$ cat src/rtl/assert_macros.svh
// Assertion macros shared by the RTL files.
`ifndef ASSERT_MACROS_SVH
`define ASSERT_MACROS_SVH

// Clocked assertion, disabled while reset is asserted.
`define PLB_ASSERT(lbl, prop, msg) \
  lbl: assert property (@(posedge clk_i) disable iff (!rst_ni) prop) else $error(msg);

// Condition that must never be true outside reset.
`define PLB_ASSERT_NEVER(lbl, cond, msg) \
  lbl: assert property (@(posedge clk_i) disable iff (!rst_ni) !(cond)) else $error(msg);

`endif

$ cat src/rtl/plb_pkg.sv
// Shared types and constants of the polyline length and bounds unit.
package plb_pkg;

  // Width of the accumulated path length, 8 fraction bits.
  localparam int unsigned LEN_W = 42;

  // Status of the segment length unit.
  typedef struct packed {
    logic busy;
    logic done;
  } plb_seg_stat_t;

endpackage

$ cat src/rtl/plb_seglen.sv
// Bit-serial segment length: squares dx and dy, then takes the floor square root.
`include "assert_macros.svh"

module plb_seglen import plb_pkg::*; #(
  parameter int unsigned COORD_WIDTH = 24
) (
  input  logic                   clk_i,
  input  logic                   rst_ni,
  input  logic                   start_i,
  input  logic [COORD_WIDTH-1:0] dx_i,
  input  logic [COORD_WIDTH-1:0] dy_i,
  output plb_seg_stat_t          stat_o,
  output logic [COORD_WIDTH:0]   root_o
);

  localparam int unsigned W   = COORD_WIDTH;
  localparam int unsigned SW  = 2 * W + 2;
  localparam int unsigned RW  = W + 3;
  localparam int unsigned RTW = W + 1;
  localparam int unsigned CW  = $clog2(W + 1);

  typedef enum logic [2:0] {
    S_IDLE = 3'b001,
    S_SQR  = 3'b010,
    S_ROOT = 3'b100
  } seg_state_e;

  seg_state_e state_q, state_d;
  logic [CW-1:0]  cnt_q, cnt_d;
  logic           done_q, done_d;
  logic [W-1:0]   bx_q, bx_d, by_q, by_d;
  logic [SW-1:0]  mx_q, mx_d, my_q, my_d;
  logic [SW-1:0]  acc_q, acc_d;
  logic [RW-1:0]  rem_q, rem_d;
  logic [RTW-1:0] root_q, root_d;

  logic [SW-1:0] add_x, add_y, acc_sum;
  logic [RW-1:0] rem_t, trial;
  logic          ge;

  always_comb begin
    add_x   = bx_q[0] ? mx_q : '0;
    add_y   = by_q[0] ? my_q : '0;
    acc_sum = acc_q + add_x + add_y;
    rem_t   = {rem_q[RW-3:0], acc_q[SW-1:SW-2]};
    trial   = {1'b0, root_q[RTW-2:0], 2'b01};
    ge      = (rem_t >= trial);
  end

  always_comb begin
    state_d = state_q;
    cnt_d   = cnt_q;
    done_d  = 1'b0;
    bx_d    = bx_q;
    by_d    = by_q;
    mx_d    = mx_q;
    my_d    = my_q;
    acc_d   = acc_q;
    rem_d   = rem_q;
    root_d  = root_q;
    unique case (state_q)
      S_IDLE: begin
        if (start_i) begin
          state_d = S_SQR;
          cnt_d   = CW'(W - 1);
          bx_d    = dx_i;
          by_d    = dy_i;
          mx_d    = SW'(dx_i);
          my_d    = SW'(dy_i);
          acc_d   = '0;
          rem_d   = '0;
          root_d  = '0;
        end
      end
      S_SQR: begin
        // one multiplier bit of each square per cycle
        acc_d = acc_sum;
        bx_d  = bx_q >> 1;
        by_d  = by_q >> 1;
        mx_d  = mx_q << 1;
        my_d  = my_q << 1;
        if (cnt_q == '0) begin
          state_d = S_ROOT;
          cnt_d   = CW'(W);
        end else begin
          cnt_d = cnt_q - 1'b1;
        end
      end
      S_ROOT: begin
        // restoring square root, one root bit per cycle
        acc_d  = acc_q << 2;
        rem_d  = ge ? (rem_t - trial) : rem_t;
        root_d = {root_q[RTW-2:0], ge};
        if (cnt_q == '0) begin
          state_d = S_IDLE;
          done_d  = 1'b1;
        end else begin
          cnt_d = cnt_q - 1'b1;
        end
      end
      default: begin
        state_d = S_IDLE;
      end
    endcase
  end

  always_ff @(posedge clk_i or negedge rst_ni) begin
    if (!rst_ni) begin
      state_q <= S_IDLE;
      cnt_q   <= '0;
      done_q  <= 1'b0;
    end else begin
      state_q <= state_d;
      cnt_q   <= cnt_d;
      done_q  <= done_d;
    end
  end

  always_ff @(posedge clk_i) begin
    bx_q   <= bx_d;
    by_q   <= by_d;
    mx_q   <= mx_d;
    my_q   <= my_d;
    acc_q  <= acc_d;
    rem_q  <= rem_d;
    root_q <= root_d;
  end

  assign stat_o.busy = (state_q != S_IDLE);
  assign stat_o.done = done_q;
  assign root_o      = root_q;

  `PLB_ASSERT(a_start_idle, (start_i |-> state_q == S_IDLE), "seglen: start while busy")
  `PLB_ASSERT(a_done_pulse, (done_q |=> !done_q), "seglen: done longer than one cycle")
  `PLB_ASSERT(a_done_after_root, ($rose(done_q) |-> $past(state_q == S_ROOT)),
              "seglen: done without root phase")

endmodule

$ cat src/rtl/polyline_length_and_bounds_unit.sv
// Top level of the polyline length and bounding box unit.
//
// Points of a 2-D polyline enter one item at a time as signed fixed-point
// coordinates with 8 fraction bits; last_point_i marks the final point of a
// curve. On that point one result item leaves with the bounding box, the
// summed segment length (floor square root of dx^2 + dy^2 per segment,
// saturating at 2^42-1) and the point count (saturating at MAX_POINTS), and
// the unit clears for the next curve. The first point of a curve opens it
// without segment work. Every later point goes through the bit-serial
// segment length unit: shift-and-add squaring, then restoring square root,
// one root bit per cycle, and such a point occupies the unit until its root
// is done. A final point then hands its result to the output register in
// ST_EMIT, which waits while an untaken result is held there. The output
// register holds a waiting result while the next point is already taken.
`include "assert_macros.svh"

module polyline_length_and_bounds_unit import plb_pkg::*; #(
  parameter int unsigned MAX_POINTS  = 65536,
  parameter int unsigned COORD_WIDTH = 24
) (
  input  logic                                 clk_i,
  input  logic                                 rst_ni,
  input  logic                                 in_valid_i,
  output logic                                 in_ready_o,
  input  logic signed [COORD_WIDTH-1:0]        point_x_i,
  input  logic signed [COORD_WIDTH-1:0]        point_y_i,
  input  logic                                 last_point_i,
  output logic                                 out_valid_o,
  input  logic                                 out_ready_i,
  output logic signed [COORD_WIDTH-1:0]        min_x_o,
  output logic signed [COORD_WIDTH-1:0]        max_x_o,
  output logic signed [COORD_WIDTH-1:0]        min_y_o,
  output logic signed [COORD_WIDTH-1:0]        max_y_o,
  output logic [LEN_W-1:0]                     path_length_o,
  output logic [$clog2(MAX_POINTS + 1)-1:0]    point_count_o
);

  localparam int unsigned W     = COORD_WIDTH;
  localparam int unsigned RTW   = W + 1;
  localparam int unsigned CNT_W = $clog2(MAX_POINTS + 1);
  localparam logic [CNT_W-1:0] CNT_MAX = CNT_W'(MAX_POINTS);

  // Control sequence of one item.
  typedef enum logic [2:0] {
    ST_IDLE = 3'b001,  // ready for a point
    ST_SEG  = 3'b010,  // segment length in flight
    ST_EMIT = 3'b100   // hand the curve summary to the output register
  } top_state_e;

  top_state_e state_q, state_d;
  logic have_prev_q, have_prev_d;
  logic last_q, last_d;
  logic [LEN_W-1:0] length_q, length_d;
  logic [CNT_W-1:0] count_q, count_d;
  logic signed [W-1:0] prev_x_q, prev_x_d, prev_y_q, prev_y_d;
  logic signed [W-1:0] min_x_q, min_x_d, max_x_q, max_x_d;
  logic signed [W-1:0] min_y_q, min_y_d, max_y_q, max_y_d;

  logic out_valid_q, out_valid_d;
  logic signed [W-1:0] o_min_x_q, o_max_x_q, o_min_y_q, o_max_y_q;
  logic [LEN_W-1:0] o_length_q;
  logic [CNT_W-1:0] o_count_q;

  logic in_accept, seg_start, emit_ok;
  logic [W:0]       diff_x, diff_y;
  logic [W-1:0]     dx, dy;
  logic [LEN_W:0]   len_sum;
  logic [RTW-1:0]   seg_root;
  plb_seg_stat_t    seg_stat;

  assign in_ready_o = (state_q == ST_IDLE);
  assign in_accept  = in_valid_i & in_ready_o;
  assign seg_start  = in_accept & have_prev_q;
  assign emit_ok    = (state_q == ST_EMIT) & (~out_valid_q | out_ready_i);

  // Absolute coordinate differences against the previous point.
  always_comb begin
    if (point_x_i >= prev_x_q) begin
      diff_x = {point_x_i[W-1], point_x_i} - {prev_x_q[W-1], prev_x_q};
    end else begin
      diff_x = {prev_x_q[W-1], prev_x_q} - {point_x_i[W-1], point_x_i};
    end
    if (point_y_i >= prev_y_q) begin
      diff_y = {point_y_i[W-1], point_y_i} - {prev_y_q[W-1], prev_y_q};
    end else begin
      diff_y = {prev_y_q[W-1], prev_y_q} - {point_y_i[W-1], point_y_i};
    end
    dx = diff_x[W-1:0];
    dy = diff_y[W-1:0];
  end

  plb_seglen #(
    .COORD_WIDTH (COORD_WIDTH)
  ) u_seglen (
    .clk_i   (clk_i),
    .rst_ni  (rst_ni),
    .start_i (seg_start),
    .dx_i    (dx),
    .dy_i    (dy),
    .stat_o  (seg_stat),
    .root_o  (seg_root)
  );

  // Saturating add of the finished segment; the carry out marks overflow.
  assign len_sum = {1'b0, length_q} + (LEN_W + 1)'(seg_root);

  always_comb begin
    state_d     = state_q;
    have_prev_d = have_prev_q;
    last_d      = last_q;
    length_d    = length_q;
    count_d     = count_q;
    prev_x_d    = prev_x_q;
    prev_y_d    = prev_y_q;
    min_x_d     = min_x_q;
    max_x_d     = max_x_q;
    min_y_d     = min_y_q;
    max_y_d     = max_y_q;
    out_valid_d = out_valid_q;

    // drop the output item once taken
    if (out_valid_q && out_ready_i) begin
      out_valid_d = 1'b0;
    end

    unique case (state_q)
      ST_IDLE: begin
        if (in_accept) begin
          prev_x_d    = point_x_i;
          prev_y_d    = point_y_i;
          have_prev_d = 1'b1;
          last_d      = last_point_i;
          if (!have_prev_q) begin
            // open a new curve at this point
            min_x_d  = point_x_i;
            max_x_d  = point_x_i;
            min_y_d  = point_y_i;
            max_y_d  = point_y_i;
            length_d = '0;
            count_d  = CNT_W'(1);
            state_d  = last_point_i ? ST_EMIT : ST_IDLE;
          end else begin
            if (point_x_i < min_x_q) min_x_d = point_x_i;
            if (point_x_i > max_x_q) max_x_d = point_x_i;
            if (point_y_i < min_y_q) min_y_d = point_y_i;
            if (point_y_i > max_y_q) max_y_d = point_y_i;
            if (count_q != CNT_MAX) begin
              count_d = count_q + 1'b1;
            end
            state_d = ST_SEG;
          end
        end
      end
      ST_SEG: begin
        if (seg_stat.done) begin
          length_d = len_sum[LEN_W] ? '1 : len_sum[LEN_W-1:0];
          state_d  = last_q ? ST_EMIT : ST_IDLE;
        end
      end
      ST_EMIT: begin
        if (emit_ok) begin
          out_valid_d = 1'b1;
          // clear for the next curve
          have_prev_d = 1'b0;
          length_d    = '0;
          count_d     = '0;
          state_d     = ST_IDLE;
        end
      end
      default: begin
        state_d = ST_IDLE;
      end
    endcase
  end

  always_ff @(posedge clk_i or negedge rst_ni) begin
    if (!rst_ni) begin
      state_q     <= ST_IDLE;
      have_prev_q <= 1'b0;
      last_q      <= 1'b0;
      length_q    <= '0;
      count_q     <= '0;
      out_valid_q <= 1'b0;
    end else begin
      state_q     <= state_d;
      have_prev_q <= have_prev_d;
      last_q      <= last_d;
      length_q    <= length_d;
      count_q     <= count_d;
      out_valid_q <= out_valid_d;
    end
  end

  always_ff @(posedge clk_i) begin
    prev_x_q <= prev_x_d;
    prev_y_q <= prev_y_d;
    min_x_q  <= min_x_d;
    max_x_q  <= max_x_d;
    min_y_q  <= min_y_d;
    max_y_q  <= max_y_d;
    if (emit_ok) begin
      o_min_x_q  <= min_x_q;
      o_max_x_q  <= max_x_q;
      o_min_y_q  <= min_y_q;
      o_max_y_q  <= max_y_q;
      o_length_q <= length_q;
      o_count_q  <= count_q;
    end
  end

  assign out_valid_o   = out_valid_q;
  assign min_x_o       = o_min_x_q;
  assign max_x_o       = o_max_x_q;
  assign min_y_o       = o_min_y_q;
  assign max_y_o       = o_max_y_q;
  assign path_length_o = o_length_q;
  assign point_count_o = o_count_q;

  `PLB_ASSERT(a_seg_tracked, (state_q == ST_SEG |-> seg_stat.busy || seg_stat.done),
              "top: waiting on an idle segment unit")
  `PLB_ASSERT(a_out_from_emit, ($rose(out_valid_q) |-> $past(state_q == ST_EMIT)),
              "top: result item without emit")
  `PLB_ASSERT(a_len_monotonic,
              ((state_q == ST_SEG && seg_stat.done) |=> (length_q >= $past(length_q))),
              "top: path length decreased")

endmodule
$ cat config.mk
export PLATFORM = sky130hd
export DESIGN_NAME = polyline_length_and_bounds_unit
export DESIGN_NICKNAME = d
export VERILOG_FILES = /design/src/rtl/plb_pkg.sv /design/src/rtl/plb_seglen.sv /design/src/rtl/polyline_length_and_bounds_unit.sv
export VERILOG_INCLUDE_DIRS = /design/src /design/src/rtl
export SDC_FILE = /design/constraint.sdc
export NUM_CORES = 1
export LEC_CHECK = 0
export BUFFER_PORTS_ARGS = -buffer_cell sky130_fd_sc_hd__clkbuf_2
export CAP_MARGIN = 20
export CORE_MARGIN = 3
export CORE_UTILIZATION = 48
export DETAILED_ROUTE_END_ITERATION = 12
export GPL_TIMING_DRIVEN = 0
export HOLD_SLACK_MARGIN = 0.03
export PLACE_DENSITY = 0.65
export SLEW_MARGIN = 20
export SYNTH_ARGS = -nofsm -noshare
export SYNTH_HDL_FRONTEND = slang
export SYNTH_SLANG_ARGS = --single-unit
$ cat constraint.sdc
create_clock -name clk_i -period 21.8 [get_ports clk_i]
set_input_delay 2.18 -clock clk_i [delete_from_list [all_inputs] [get_ports clk_i]]
set_output_delay 2.18 -clock clk_i [all_outputs]
set_load 0.01 [all_outputs]
==> summary.md <==
| Metric | Value |
|---|---|
| Core box area | `0.0765 mm²` |
| Remaining global-route overflow | `0` |
| Post-Layout Cell Count | `4905` |
| Total Routing Usage GR | `22.0%` |
| Cts bufs inserted | `72` |
| Register area share after synthesis | `49.0%` |
| First-pass GRT wire length | `144 mm` |
| Setup Viol. Count Final | `0` |
| Yosys warning total | `0` |
| VDD IR max | `0.0693 mV` |
| Clk_lat worst skew | `0.62 ns` |
| Hold_sp | `min_y_q[3]` |
| CTS tree | `done` |
| Synth unique cells | `113` |
| TritonRoute pass-1 iters | `7` |
| Req. time, crit path | `22.16 ns` |
| Routability cong. | `0.912` |
| Fillcell total | `6727` |
| Initial drt markers | `1915` |
| Top cell type by total area after synthesis | `edfxtp_1` |
| Starting Density | `48.8%` |
| Routed Antenna Nets | `0` |
| Clock transition at path regs | `0.06 ns` |
| Post-DP HPWL | `67.2 mm` |
| CP max stage delay | `0.53 ns` |
| Max FO, Critical Path | `10` |
| # hold bufs at CTS | `0` |
| Initial antenna violation count | `0` |
| Final min period | `5.76 ns` |
| N_diodes | `0` |
| Net Count, Synth | `3920` |
| Final Skew | `0.0328 ns` |
| Syn-to-layout area delta | `13.8%` |
| Reg-to-reg slack, setup | `16.04 ns` |
| FF-to-FF End | `u_seglen.acc_q[47]` |
| Main synth FF type | `edfxtp_1` |
| Vias in the first global route | `26660` |
| Yosys reg bits | `621` |
| Slew Limit Fails | `0` |
| Die Width | `285 µm` |
| Hold EP | `min_y_o[3]` |
| Final Cycle Share | `26.4%` |
| # port buffers | `209` |
| Kind of critical path | `reg2reg` |
| Die Area | `0.0811 mm²` |
| Top-area cell type share of the netlist area | `44.0%` |
| WP data arrival | `6.12 ns` |
| CP endpoint kind | `flop` |
| R2r startpoint | `u_seglen.bx_q[0]` |
| Die height | `285 µm` |
| Least-Margin Pin Slew | `1.14 ns` |
| Cells after Synth | `3522` |
| Delay-heaviest family, CP | `compound AO/OA/AOI/OAI gates` |
| Share of cells above drive strength 1 | `11.9%` |
| Pwr Density | `127 mW/mm²` |
| DRC viols | `0` |
| Number of nets in the layout | `4218` |
| Final WL | `90.0 mm` |
| Vias/cell | `5.54` |
| Syn Area/Cell | `10.6 µm²` |
| Fraction of registers with async set/reset | `11.9%` |
| Min Hold Slack | `0.446 ns` |
| Sum Neg Setup Slack | `0 ns` |
| RSZ-0062 raised after global routing | `no` |
| Post-Syn Area | `0.0373 mm²` |
| Kind of start point of the critical path | `flop` |
| Status | `finished clean` |
| Post-placement cell count | `4776` |
| Leakage | `18.3 nW` |
| Setup Buffers After CTS | `0` |
| Vias post-DR | `27173` |
| Number of max-cap violations | `0` |
| F_max | `174 MHz` |
| Hold Vio Cnt, Final | `0` |
| Bufs and invs on worst path | `5` |
| Clock Path Buffers | `3` |
| Hold path depth | `0` |
| Root Driver | `clkbuf_16` |
| Ranking of synthesized cells by area | `edfxtp_1 (44%), ha_1 (9.7%), dfrtp_1 (4.8%), inv_1 (4.2%), a21oi_1 (3.9%)` |
| Post-synth EDFFs | `547` |
| Row count | `101` |
| IO Count | `210` |
| Crit path cell chain | `clkbuf_1 > clkbuf_1 > buf_1 > nand2_1 > fa_1 > inv_1 > ha_1 > inv_1 > fa_1 > nand2b_1 > a21oi_1 > o21ai_0 > a21oi_1 > o21ai_1 > o21a_1 > a2111oi_0 > o21ai_0 > a32o_1` |
| Worst min-delay path category | `reg2reg` |
| Max transition margin | `23.1%` |
| Area taken by multi-input logic gates | `0.0169 mm²` |
| Post-CTS Resized | `0` |
| Largest net degree at the start of global routing | `56` |
| R2R depth | `18` |
| Routed len/inst | `18.4 µm` |
| Register area | `0.0183 mm²` |
| H-tree depth | `3` |
| Worst path slowest cell | `clkbuf_1` |
| Clock sink total | `621` |
[state kept, by name, summed over array words and instances (netlist names), 25 cells and up]
signal / cells
length_q: 42
path_length_o: 42
u_seglen.acc_q: 50
u_seglen.mx_q: 50
u_seglen.my_q: 50
u_seglen.rem_q: 25
u_seglen.root_o: 25
[layout make-up]
class,count,area share [%]
Buffer,134,1.61
Clock buffer,89,4.61
Clock inverter,40,0.964
Inverter,413,3.66
Multi-Input combinational cell,2354,39.8
Sequential cell,621,43.1
Tap cell,1030,3.04
Timing Repair Buffer,224,3.28
[routing by layer]
| metal | global-route usage, % | wire length [µm] | vias to the layer above |
|---|---|---|---|
| li1 | - | - | 13263 |
| met1 | 30.0 | 40700 | 13109 |
| met2 | 36.7 | 42400 | 657 |
| met3 | 2.74 | 4460 | 144 |
| met4 | 6.93 | 2480 | 0 |
| met5 | 0 | 0 | - |
[power breakdown]
part | switching (mW) | leakage [nW] | internal [mW]
logic | 1.49 | 11.1 | 0.895
registers | 0.124 | 6.11 | 1.68
clock network | 0.495 | 1.15 | 0.715
total | 2.11 | 18.3 | 3.29
[through the flow]
step | cell area (µm²) | util (%) | setup WS (ns) | power [mW]
2_1_floorplan | 37300 | - | 11.96 | 3.56
3_3_place_gp | 39700 | 51.9 | 8.46 | 4.15
6_report | 42500 | 55.5 | 16.04 | 5.40
4_1_cts | 42500 | 55.5 | 16.02 | 5.42
5_1_grt | 42500 | 55.5 | 15.62 | 5.79
3_5_place_dp | 40100 | 52.4 | 15.81 | 4.18
[cell families after synthesis]
logic type               Yosys count  synth area share (%)
flip-flops                       621                  49.0
buffers and inverters            547                  5.99
multiplexers                      40                  1.11
AND/OR/NAND/NOR                  941                  12.5
adder cells (fa/ha/maj)          345                  12.7
AO/OA/AOI/OAI                    909                  16.0
XOR/XNOR                         119                  2.79
[worst max path at each step]
stage                     slack [ns]              from  cells past startpoint                 end
final                          16.04  u_seglen.bx_q[0]                     18  u_seglen.acc_q[47]
after global routing           15.62  u_seglen.bx_q[0]                     18  u_seglen.acc_q[47]
after CTS                      16.02  u_seglen.bx_q[0]                     18  u_seglen.acc_q[47]
after detailed placement       15.81      point_x_i[1]                     12   u_seglen.bx_q[21]
after global placement          8.46       out_ready_i                      3         max_x_o[13]
after floorplan                11.96       out_ready_i                      2          max_x_o[0]
[cells in the final DEF, fill, tap and decap left out, types with 21 or more instances in the layout]
cell type	count
a211oi_1	21
a21o_1	105
a21oi_1	288
a31oi_1	34
and2_1	73
and3_1	29
buf_6	21
clkbuf_1	102
clkbuf_16	75
clkbuf_2	209
dfrtp_1	72
edfxtp_1	547
fa_1	55
ha_1	290
inv_1	412
mux2i_1	34
nand2_1	286
nand2b_1	37
nand3_1	60
nand4_1	54
nor2_1	221
nor2b_1	44
nor3_1	48
o211ai_1	24
o21a_1	41
o21ai_0	145
o21bai_1	30
o22ai_1	49
xnor2_1	67
xor2_1	52
[Yosys cell counts, types with 9 or more instances]
| cell | count |
|---|---|
| ha_1 | 290 |
| dfrtp_1 | 72 |
| a21o_1 | 105 |
| a31oi_1 | 34 |
| and4_1 | 9 |
| clkbuf_1 | 91 |
| a31o_2 | 14 |
| o22ai_1 | 49 |
| a211oi_1 | 22 |
| nor3_1 | 48 |
| nor4_1 | 10 |
| xor2_1 | 52 |
| o31a_1 | 9 |
| nor2b_1 | 45 |
| o21bai_1 | 30 |
| a311oi_1 | 11 |
| or3_1 | 14 |
| buf_6 | 19 |
| mux2i_1 | 34 |
| and3_1 | 29 |
| a21boi_0 | 9 |
| and2_1 | 73 |
| fa_1 | 55 |
| o21a_1 | 41 |
| o31ai_1 | 10 |
| edfxtp_1 | 547 |
| nand3_1 | 60 |
| a21oi_1 | 289 |
| nand2_1 | 289 |
| o211ai_1 | 24 |
| nand2b_1 | 37 |
| xnor2_1 | 67 |
| nor2_1 | 221 |
| inv_1 | 413 |
| nand4_1 | 54 |
| buf_2 | 12 |
| o21ai_0 | 146 |
No activity file was read; power rests on OpenSTA's default activity.
